$ cat config.mk
export PLATFORM = sky130hd
export DESIGN_NAME = min_priority_queue_fifo_ties
export DESIGN_NICKNAME = d
export VERILOG_FILES = /design/src/hw/rtl/mpq_pkg.sv /design/src/hw/rtl/mpq_ram.sv /design/src/hw/rtl/mpq_min_unit.sv /design/src/hw/rtl/min_priority_queue_fifo_ties.sv
export SDC_FILE = /design/constraint.sdc
export NUM_CORES = 2
export LEC_CHECK = 0
export BUFFER_PORTS_ARGS = -buffer_cell sky130_fd_sc_hd__clkbuf_2
export CAP_MARGIN = 15
export CORE_MARGIN = 3
export CORE_UTILIZATION = 40
export DETAILED_ROUTE_END_ITERATION = 12
export MAX_ROUTING_LAYER = met4
export PLACE_DENSITY = 0.57
export SETUP_SLACK_MARGIN = 0.5
export SYNTH_ARGS = -nofsm -noshare
export SYNTH_HDL_FRONTEND = slang
export SYNTH_HIERARCHICAL = 1
export SYNTH_SLANG_ARGS = --single-unit
export TNS_END_PERCENT = 20
$ cat constraint.sdc
create_clock -name aclk -period 17.09 [get_ports aclk]
set_input_delay 0.8545 -clock aclk [delete_from_list [all_inputs] [get_ports aclk]]
set_output_delay 0.8545 -clock aclk [all_outputs]
set_load 0.05 [all_outputs]
$ cat src/hw/rtl/mpq_pkg.sv
// Shared types and constants for the reservation priority queue.
`timescale 1ns / 1ps
`default_nettype none

package mpq_pkg;

    // Number of record slots and the widths that follow from it.
    localparam int DEPTH = 16;
    localparam int IDX_W = (DEPTH > 1) ? $clog2(DEPTH) : 1;
    localparam int CNT_W = $clog2(DEPTH + 1);

    // Operation codes on the input channel.
    localparam logic OP_INSERT = 1'b0;
    localparam logic OP_REMOVE = 1'b1;

    // Result status codes.
    typedef enum logic [1:0] {
        ST_INSERTED = 2'd0,
        ST_REMOVED  = 2'd1,
        ST_EMPTY    = 2'd2,
        ST_FULL     = 2'd3
    } status_t;

    // Sequencer states.
    typedef enum logic [2:0] {
        S_IDLE,
        S_SCAN,
        S_FETCH,
        S_LOAD,
        S_SHIFT,
        S_DONE
    } state_t;

    // One stored reservation record.
    typedef struct packed {
        logic [4:0]  day;
        logic [3:0]  month;
        logic [13:0] year;
        logic [4:0]  start_hour;
        logic [5:0]  start_minute;
        logic [4:0]  end_hour;
        logic [5:0]  end_minute;
        logic [9:0]  min_capacity;
        logic [7:0]  resource_id;
        logic [7:0]  prio;
    } rec_t;

    localparam int REC_W = $bits(rec_t);

    // Request to the shared minimum-search unit.
    typedef struct packed {
        logic             valid;
        logic             first;
        logic [IDX_W-1:0] idx;
        logic [7:0]       prio;
    } min_req_t;

endpackage

`default_nettype wire

$ cat src/hw/rtl/mpq_ram.sv
// Generic single-write, single-read RAM with registered read data.
`timescale 1ns / 1ps
`default_nettype none

module mpq_ram #(
    parameter int RAM_WIDTH = 8,
    parameter int RAM_DEPTH = 16,
    localparam int AW = (RAM_DEPTH > 1) ? $clog2(RAM_DEPTH) : 1
) (
    input  logic                 aclk,
    input  logic                 we,
    input  logic [AW-1:0]        wr_addr,
    input  logic [RAM_WIDTH-1:0] wr_data,
    input  logic [AW-1:0]        rd_addr,
    output logic [RAM_WIDTH-1:0] rd_data
);

    logic [RAM_WIDTH-1:0] mem [RAM_DEPTH];

    // Write port.
    always_ff @(posedge aclk) begin
        if (we) begin
            mem[wr_addr] <= wr_data;
        end
    end

    // Registered read port.
    always_ff @(posedge aclk) begin
        rd_data <= mem[rd_addr];
    end

endmodule

`default_nettype wire

$ cat src/hw/rtl/mpq_min_unit.sv
// Shared comparator that tracks the earliest slot holding the smallest priority.
`timescale 1ns / 1ps
`default_nettype none

module mpq_min_unit (
    input  logic                    aclk,
    input  mpq_pkg::min_req_t       req,
    output logic [mpq_pkg::IDX_W-1:0] best_idx
);
    import mpq_pkg::*;

    logic [7:0]       best_prio_reg;
    logic [IDX_W-1:0] best_idx_reg;

    // A strictly smaller priority replaces the best, so ties keep the earlier slot.
    always_ff @(posedge aclk) begin
        if (req.valid && (req.first || (req.prio < best_prio_reg))) begin
            best_prio_reg <= req.prio;
            best_idx_reg  <= req.idx;
        end
    end

    assign best_idx = best_idx_reg;

endmodule

`default_nettype wire

$ cat src/hw/rtl/min_priority_queue_fifo_ties.sv
// An insert or a rejected operation passes from acceptance through S_DONE to the result.
// A remove scans the held records, fetches the minimum, then shifts the records behind it:
// one record RAM read per cycle feeds a shared comparator, then the tail moves up one slot.
// One transaction at a time; the result register lets the next input in while it waits.
// Synchronous active-low reset empties the queue; slot contents are not cleared.
`timescale 1ns / 1ps
`default_nettype none

module min_priority_queue_fifo_ties (
    input  logic        aclk,
    input  logic        aresetn,
    input  logic        s_valid,
    output logic        s_ready,
    input  logic        s_op,
    input  logic [4:0]  s_day,
    input  logic [3:0]  s_month,
    input  logic [13:0] s_year,
    input  logic [4:0]  s_start_hour,
    input  logic [5:0]  s_start_minute,
    input  logic [4:0]  s_end_hour,
    input  logic [5:0]  s_end_minute,
    input  logic [9:0]  s_min_capacity,
    input  logic [7:0]  s_resource_id,
    input  logic [7:0]  s_priority_req,
    output logic        m_valid,
    input  logic        m_ready,
    output logic [1:0]  m_status,
    output logic [4:0]  m_occupancy,
    output logic [4:0]  m_out_day,
    output logic [3:0]  m_out_month,
    output logic [13:0] m_out_year,
    output logic [4:0]  m_out_start_hour,
    output logic [5:0]  m_out_start_minute,
    output logic [4:0]  m_out_end_hour,
    output logic [5:0]  m_out_end_minute,
    output logic [9:0]  m_out_min_capacity,
    output logic [7:0]  m_out_resource_id,
    output logic [7:0]  m_out_priority
);
    import mpq_pkg::*;

    state_t            state_reg, state_next;
    logic [CNT_W-1:0]  count_reg, count_next;
    logic [CNT_W-1:0]  ptr_reg, ptr_next;
    status_t           res_status_reg, res_status_next;
    rec_t              res_rec_reg, res_rec_next;
    logic              m_valid_reg, m_valid_next;
    status_t           m_status_reg, m_status_next;
    logic [4:0]        m_occ_reg, m_occ_next;
    rec_t              m_rec_reg, m_rec_next;

    logic              we;
    logic [IDX_W-1:0]  wr_addr;
    rec_t              wr_data;
    logic [IDX_W-1:0]  rd_addr;
    rec_t              rd_data;
    rec_t              in_rec;
    min_req_t          min_req;
    logic [IDX_W-1:0]  best_idx;
    logic [CNT_W:0]    best_plus1;
    logic [CNT_W:0]    ptr_plus2;

    // Record storage.
    mpq_ram #(
        .RAM_WIDTH(REC_W),
        .RAM_DEPTH(DEPTH)
    ) u_ram (
        .aclk    (aclk),
        .we      (we),
        .wr_addr (wr_addr),
        .wr_data (wr_data),
        .rd_addr (rd_addr),
        .rd_data (rd_data)
    );

    // Shared minimum search.
    mpq_min_unit u_min (
        .aclk     (aclk),
        .req      (min_req),
        .best_idx (best_idx)
    );

    // Incoming record.
    always_comb begin
        in_rec.day          = s_day;
        in_rec.month        = s_month;
        in_rec.year         = s_year;
        in_rec.start_hour   = s_start_hour;
        in_rec.start_minute = s_start_minute;
        in_rec.end_hour     = s_end_hour;
        in_rec.end_minute   = s_end_minute;
        in_rec.min_capacity = s_min_capacity;
        in_rec.resource_id  = s_resource_id;
        in_rec.prio         = s_priority_req;
    end

    assign best_plus1 = (CNT_W + 1)'(best_idx) + 1'b1;
    assign ptr_plus2  = {1'b0, ptr_reg} + (CNT_W + 1)'(2);

    // Control registers.
    always_ff @(posedge aclk) begin
        if (!aresetn) begin
            state_reg   <= S_IDLE;
            count_reg   <= '0;
            m_valid_reg <= 1'b0;
        end else begin
            state_reg   <= state_next;
            count_reg   <= count_next;
            m_valid_reg <= m_valid_next;
        end
    end

    // Payload registers.
    always_ff @(posedge aclk) begin
        ptr_reg        <= ptr_next;
        res_status_reg <= res_status_next;
        res_rec_reg    <= res_rec_next;
        m_status_reg   <= m_status_next;
        m_occ_reg      <= m_occ_next;
        m_rec_reg      <= m_rec_next;
    end

    // Sequencer: write an insert directly; for a remove, scan for the minimum, fetch it, then close the gap.
    always_comb begin
        state_next      = state_reg;
        count_next      = count_reg;
        ptr_next        = ptr_reg;
        res_status_next = res_status_reg;
        res_rec_next    = res_rec_reg;
        m_valid_next    = m_valid_reg && !m_ready;
        m_status_next   = m_status_reg;
        m_occ_next      = m_occ_reg;
        m_rec_next      = m_rec_reg;
        we              = 1'b0;
        wr_addr         = '0;
        wr_data         = rd_data;
        rd_addr         = '0;
        min_req         = '0;
        s_ready         = (state_reg == S_IDLE);

        unique case (state_reg)
            S_IDLE: begin
                if (s_valid) begin
                    res_rec_next = '0;
                    if (s_op == OP_INSERT) begin
                        if (count_reg == CNT_W'(DEPTH)) begin
                            res_status_next = ST_FULL;
                        end else begin
                            we              = 1'b1;
                            wr_addr         = count_reg[IDX_W-1:0];
                            wr_data         = in_rec;
                            count_next      = count_reg + 1'b1;
                            res_status_next = ST_INSERTED;
                        end
                        state_next = S_DONE;
                    end else if (count_reg == '0) begin
                        res_status_next = ST_EMPTY;
                        state_next      = S_DONE;
                    end else begin
                        rd_addr    = '0;
                        ptr_next   = CNT_W'(1);
                        state_next = S_SCAN;
                    end
                end
            end
            S_SCAN: begin
                // Data read last cycle belongs to slot ptr_reg - 1.
                min_req.valid = 1'b1;
                min_req.first = (ptr_reg == CNT_W'(1));
                min_req.idx   = IDX_W'(ptr_reg - 1'b1);
                min_req.prio  = rd_data.prio;
                if (ptr_reg < count_reg) begin
                    rd_addr  = ptr_reg[IDX_W-1:0];
                    ptr_next = ptr_reg + 1'b1;
                end else begin
                    state_next = S_FETCH;
                end
            end
            S_FETCH: begin
                rd_addr    = best_idx;
                state_next = S_LOAD;
            end
            S_LOAD: begin
                res_rec_next    = rd_data;
                res_status_next = ST_REMOVED;
                if (best_plus1 < {1'b0, count_reg}) begin
                    rd_addr    = best_plus1[IDX_W-1:0];
                    ptr_next   = CNT_W'(best_idx);
                    state_next = S_SHIFT;
                end else begin
                    count_next = count_reg - 1'b1;
                    state_next = S_DONE;
                end
            end
            S_SHIFT: begin
                // Move the record of slot ptr_reg + 1 down into slot ptr_reg.
                we       = 1'b1;
                wr_addr  = ptr_reg[IDX_W-1:0];
                wr_data  = rd_data;
                ptr_next = ptr_reg + 1'b1;
                if (ptr_plus2 < {1'b0, count_reg}) begin
                    rd_addr = ptr_plus2[IDX_W-1:0];
                end else begin
                    count_next = count_reg - 1'b1;
                    state_next = S_DONE;
                end
            end
            S_DONE: begin
                if (!m_valid_reg || m_ready) begin
                    m_valid_next  = 1'b1;
                    m_status_next = res_status_reg;
                    m_occ_next    = 5'(count_reg);
                    m_rec_next    = res_rec_reg;
                    state_next    = S_IDLE;
                end
            end
            default: begin
                state_next = S_IDLE;
            end
        endcase
    end

    // Result channel.
    assign m_valid            = m_valid_reg;
    assign m_status           = m_status_reg;
    assign m_occupancy        = m_occ_reg;
    assign m_out_day          = m_rec_reg.day;
    assign m_out_month        = m_rec_reg.month;
    assign m_out_year         = m_rec_reg.year;
    assign m_out_start_hour   = m_rec_reg.start_hour;
    assign m_out_start_minute = m_rec_reg.start_minute;
    assign m_out_end_hour     = m_rec_reg.end_hour;
    assign m_out_end_minute   = m_rec_reg.end_minute;
    assign m_out_min_capacity = m_rec_reg.min_capacity;
    assign m_out_resource_id  = m_rec_reg.resource_id;
    assign m_out_priority     = m_rec_reg.prio;

endmodule

`default_nettype wire

# Yosys cells after proc, flatten, opt, wreduce, memory -nomap -nowiden
# Memories as Yosys holds them, arrays and structs flattened. A register that Yosys moved wholly into a read port is not among the register bits.
# Cells that the tools add are included.
[word_totals]
mem_count = 1
ff_bits = 177
ram_bits = 1136
latch_bits = 0
rom_bits = 0
[op_classes]
n_reduce_logical = 17
muxes = 48
shift = 0
n_eq_ne = 19
n_mul = 0
div = 0
add_sub_neg = 6
order_cmp = 4
n_bitwise = 0
[memory_table]
columns = ["memory", "depth", "width", "rd", "rd_ports_with_merged_regs", "wr", "line", "text"]
rows = [
  ["u_ram.mem", 16, 71, 1, 1, 1, "mpq_ram.sv:18", "logic [RAM_WIDTH-1:0] mem [RAM_DEPTH];"],
]
[ops]
columns = ["op", "n"]
rows = [
  ["two-way mux 71 bit", 5],
  ["one-hot mux 71 bit (2 select lines)", 1],
  ["two-way mux 5 bit", 10],
  ["two-way mux 4 bit", 6],
  ["inequality test 2 bit, second input constant", 10],
  ["one-hot mux 5 bit (4 select lines)", 1],
  ["two-way mux 3 bit", 6],
  ["one-hot mux 3 bit (6 select lines)", 1],
  ["one-hot mux 4 bit (4 select lines)", 1],
  ["one-hot mux 5 bit (3 select lines)", 1],
  ["two-way mux 14 bit", 1],
  ["AND reduction 6 bit", 2],
  ["adder 5 x 1 -> 5 bit, second input constant", 2],
  ["less-than comparator 5 bit", 2],
  ["less-than comparator 8 bit", 1],
  ["two-way mux 1 bit", 8],
  ["two-way mux 2 bit", 4],
  ["one-hot mux 4 bit (2 select lines)", 1],
  ["adder 5 x 2 -> 6 bit, second input constant", 1],
  ["equality test 3 x 2 -> 1 bit, second input constant", 2],
  ["equality test 3 bit, second input constant", 2],
  ["less-than comparator 6 x 5 -> 1 bit", 1],
  ["adder 4 x 1 -> 5 bit, second input constant", 1],
  ["equality test 5 x 1 -> 1 bit, second input constant", 1],
  ["19 further kinds", 23],
]

# Logic depth before layout (Yosys ltp)
[depth]
depth_word = 7
ltp_mapped = 15
mapped_depth_nobuf = 11

# Hierarchy
# The synthesis kept the hierarchy.
[modules_own_cells]
columns = ["mod", "cells_per_inst", "instances", "seq_area_each_um2", "area_per_inst_um2"]
rows = [
  ["mpq_ram", 1826, 1, 35534.1, 43907.1],
  ["min_priority_queue_fifo_ties", 516, 1, 4864.7, 7961.4],
  ["mpq_min_unit", 37, 1, 360.3, 550.5],
]

# Least setup slack after synthesis
# No wires, ideal clock.
[synth_timing]
path_kind = "input to register"
from = "in s_op"
to = "mem u_ram/mem[0][0] (netlist name), enable pin"
arrival_ns = 6.847
setup_time_ns = 0.587
cell_stages = 5
slack_ns = 9.655
required_time_ns = 16.503
n_path_buf = 0
cell_sequence = "or4b_1 a21oi_2 or2_2 or3b_1 nor3_1"
[synth_via]
elab_chain_len = 5
elab_cells_between_ends = 8
classes_between = "mux: 8"
[synth_rtl]
columns = ["item", "line", "text"]
rows = [
  ["start, declared", "min_priority_queue_fifo_ties.sv:14", "input logic s_op,"],
  ["two-way mux 1 bit", "min_priority_queue_fifo_ties.sv:145", "if (s_op == OP_INSERT) begin"],
  ["two-way mux 1 bit", "min_priority_queue_fifo_ties.sv:143", "if (s_valid) begin"],
  ["one-hot mux 1 bit (2 select lines)", "min_priority_queue_fifo_ties.sv:141", "unique case (state_reg)"],
  ["named net we", "min_priority_queue_fifo_ties.sv:52", "logic we;"],
  ["two-way mux 1 bit", "mpq_ram.sv:22", "if (we) begin"],
  ["two-way mux 1 bit (not written as such)", "mpq_ram.sv:23", "mem[wr_addr] <= wr_data;"],
  ["end, declared", "mpq_ram.sv:18", ""],
]
# The timed path passes the listed nets, and every way through them passes these cells.

# Worst setup path after layout
[layout_timing]
from = "reg u_min.best_idx_reg[0], in the netlist u_min/best_idx[0]"
to = "reg u_ram.rd_data[44], read port of u_ram.mem"
[layout_via]
elab_chain_len = 4
[layout_rtl]
columns = ["item", "line", "text"]
rows = [
  ["start, declared", "mpq_min_unit.sv:13", "logic [IDX_W-1:0] best_idx_reg;"],
  ["start signal, assigned", "mpq_min_unit.sv:19", "best_idx_reg <= req.idx;"],
  ["adder 4 x 1 -> 5 bit", "min_priority_queue_fifo_ties.sv:97", "assign best_plus1 = (CNT_W + 1)'(best_idx) + 1'b1;"],
  ["less-than comparator 5 bit", "min_priority_queue_fifo_ties.sv:186", "if (best_plus1 < {1'b0, count_reg}) begin"],
  ["two-way mux 4 bit", "min_priority_queue_fifo_ties.sv:186", ""],
  ["one-hot mux 4 bit (4 select lines) (*)", "min_priority_queue_fifo_ties.sv:141", ""],
  ["named net rd_addr[0]", "min_priority_queue_fifo_ties.sv:55", "logic [IDX_W-1:0] rd_addr;"],
  ["end, declared", "mpq_ram.sv:15", "output logic [RAM_WIDTH-1:0] rd_data"],
]
# Mark *: on every way through the listed nets, which the timed path passes. The rest lies on a longest branch.
# A chain may end at the register's enable or synchronous reset.

==> results by group <==
Yosys
  – Synth Cell Area: roughly 0.052 mm²
  – Seq/Total Area, Yosys: between 70% and 80%
  – Post-synth EDFFs: 1304
  – Synth cell count leaders: 1304 x edfxtp_1, 284 x mux4_2, 146 x a22oi_1
  – Yosys reg bits: 1384
  – Ys Warns: 6
  – Synth top area cells: edfxtp_1 75%, mux4_2 12%, dfxtp_1 3.1%
  – Synth Net Count: between 2000 and 2500
  – Synth Flop Type: edfxtp_1
  – Cells after synthesis: 2379
  – Unique masters post-synth: 60
  – Most frequent cell after synthesis: edfxtp_1
  – Ys async rst share: 0%
  – Mapped Avg Cell Area: around 22 µm²
  – Synth area leader: edfxtp_1
  – Top cell type's share of synthesized area: 74.70%

Power
  – Register share of total power: between 40% and 50%
  – Cell Int Power: between 7 and 8 mW
  – Worst IR Drop VDD: about 190 µV
  – Sw Ratio: 30.59%
  – Static Leakage: 19.25 nW
  – PD cells: 188.8 mW/mm²
  – Gate power share: a little under a third
  – Overall power: around 11 mW
  – Net Sw Power: ~3.5 mW
  – Clk pwr share: ~27%

Route
  – WL final: 120000 µm
  – Post-route ant nets: 0
  – First DRT Iteration DRCs: approximately 2200
  – DRC errors left: 0
  – Vias/cell: 5.457
  – WL/cell: between 20 and 30 µm
  – 1st-pass router iterations: 5
  – Vias: 24407

Global route
  – Layer with the highest usage: met2
  – Met3 Use GR: roughly 3.4%
  – Global-route met2 utilization: between 20% and 30%
  – Largest net degree at the start of global routing: 158
  – Total GRT Usage: 18.31%
  – Vias in the first global route: about 26000
  – First-pass GRT wire length: about 180000 µm
  – Initial antenna violation count: 4
  – Total grt overflow: 0
  – Global Route met1 Usage: between 20% and 30%

Placement
  – I/O Buffers: approximately 160
  – Placer Congestion: around 0.8
  – DP Wirelength: 59630 µm
  – Placed Cells: about 4200
  – Post-place setup slack: about 10000 ps

Worst setup path
  – Crit path required time: between 15000 and 20000 ps
  – Slowest-stage cell, CP: buf_4
  – Crit-path max cell delay: 880 ps
  – Critical path type: flip-flop to flip-flop
  – Critical path capture point type: flip-flop
  – Worst Setup Start Kind: flip-flop
  – Delay-heaviest family, CP: buffers and inverters
  – Bufs and invs on worst path: 3
  – WP data arrival: just over 7000 ps
  – CP cell instances: ha_1, xor2_1, ha_1, a211oi_1, o21ai_0, a21oi_1, mux2i_1, nand2_4, buf_12, buf_4, buf_4, mux4_2, a22oi_1, nand2_1
  – Critical Path Fanout Max: roughly 120

CTS
  – CTS Sinks: around 1400
  – Clock tree from TritonCTS: done
  – Post-CTS setup buffers: 0
  – CTS Buf Count: between 100 and 150
  – Skew-Pair Late Insertion Delay: 760 ps
  – Root Buffer: clkbuf_16
  – Clk slew on worst S/H paths: approximately 60 ps
  – Clock tree buffer depth: 3
  – Cts repair resizes: 0
  – Hold-fix buffers at CTS: 0
  – CTS H-tree lvls: 4

Timing
  – Final min period: around 6500 ps
  – Unrepaired setup endpoints after global routing: false
  – Final hold violations: 0
  – Part of the cycle the worst path needs: a little under two fifths
  – Endpoints failing setup: 0
  – Slew @ Worst Pin: approximately 1300 ps
  – Rel. slew slack: around 16%
  – Clock Skews: 21.77 ps
  – Sum of negative setup slack: 0 ps
  – Slack of the critical path: 10620 ps
  – Slew Limit Fails: 0
  – Achievable Freq: ~150 MHz

Floorplan
  – Die Ht: around 370 µm
  – Core area: 0.1298 mm²
  – Row count: around 130
  – I/O Pins: roughly 160
  – Total die area: 0.1354 mm²
  – Die width: 368.0 µm
  – Initial Util: about 40%

Status
  – Outcome: completed

Final layout
  – Filler instances: 10812
  – Synth-to-Final Area Change: 14.20%
  – Post-layout util: 46.11%
  – Layout cells sized above 1: slightly below 30%
  – Nets: about 2700
  – Max reg flops: around 1100
  – Finished Layout Cells: 4473

Run
  – Max-cap violations: 0

Hold path
  – Worst min-delay path category: flip-flop to flip-flop
-- layout make-up --
cell class | count | area, µm² | area share, %
repair buffers | 207 | 1204 | 2.011
flip-flops and latches | 1384 | 40760 | 68.09
well taps | 1742 | 2180 | 3.641
clock buffers | 204 | 4070 | 6.799
inverters | 18 | 67.56 | 0.1129
multi-input cells | 857 | 11000 | 18.38
clock inverters | 58 | 573.1 | 0.9573
diodes | 3 | 7.507 | 0.01254
-- path summary, 6_finish.rpt --
path,start,to,slack [ps],depth (start not counted)
setup / recovery,u_min/best_idx[0],u_ram/rd_data[44],10620,14
hold / removal,res_rec_reg[44],m_out_start_hour[1],410,0
setup reg to reg,u_min/best_idx[0],u_ram/rd_data[44],10620,14
hold reg to reg,res_rec_reg[44],m_out_start_hour[1],410,0
-- power by group through the flow --
| stage | clock network, mW | logic, mW | registers (mW) |
|---|---|---|---|
| after floorplan | 0 | 2.55 | 4.90 |
| after global placement | 0 | 3.37 | 4.88 |
| after detailed placement | 0 | 3.46 | 4.89 |
| after CTS | 3.13 | 3.48 | 4.82 |
| after global routing | 3.26 | 3.73 | 4.86 |
| final | 3.06 | 3.42 | 4.82 |
-- logic make-up (layout without fill, tap and decap cells) --
| logic type | Yosys count | count (layout) | synth area share (%) |
|---|---|---|---|
| flops | 1384 | 1384 | 77.76 |
| mux | 363 | 363 | 14.38 |
| simple gates | 254 | 254 | 2.568 |
| compound gates | 198 | 198 | 2.776 |
| buf+inv | 138 | 487 | 1.587 |
| fa+ha+maj | 30 | 30 | 0.7304 |
| xor+xnor | 12 | 12 | 0.2005 |
| other cells | 0 | 3 | 0 |
-- worst register-to-register path: cells and delay by family, from the launching register on --
family | cells | cell delay [ps]
buf+inv | 3 | 2360
simple gates | 2 | 750
mux | 2 | 880
flops | 1 | 480
fa+ha+maj | 2 | 470
xor+xnor | 1 | 160
compound gates | 4 | 1260
-- per-stage QoR --
stage	instance area (µm²)	hold WS, ps
3_5_place_dp	55210	404.5
2_1_floorplan	52420	400.3
5_1_grt	59860	422.0
6_report	59860	408.1
4_1_cts	59850	396.4
3_3_place_gp	55210	400.9
-- placed cells by master, fill, tap and decap left out, types with 8 or more instances in the layout --
cell       synthesis  final
a21oi_1           15     15
a22oi_1          146    146
and2_1            80     79
buf_4              7     49
clkbuf_1          47     37
clkbuf_16          0    145
clkbuf_2           0    155
clkbuf_8           0     22
clkinv_1           0     11
clkinv_2           0     22
dfxtp_1           80     80
edfxtp_1        1304   1304
ha_1              29     29
inv_1             18     18
mux2_4            70     70
mux2i_1            8      8
mux4_2           284    284
nand2_1           94     92
nand2b_1           9      9
nor2_1            31     18
nor2_4             0     13
o21ai_0           10      9
-- layer usage --
| metal | share of wire, % | up-vias |
|---|---|---|
| li1 | - | 10341 |
| met1 | 43 | 13114 |
| met2 | 49 | 778 |
| met3 | 5.9 | 174 |
| met4 | 1.8 | 0 |
| met5 | 0 | - |
(Power assumes the default switching activity.)
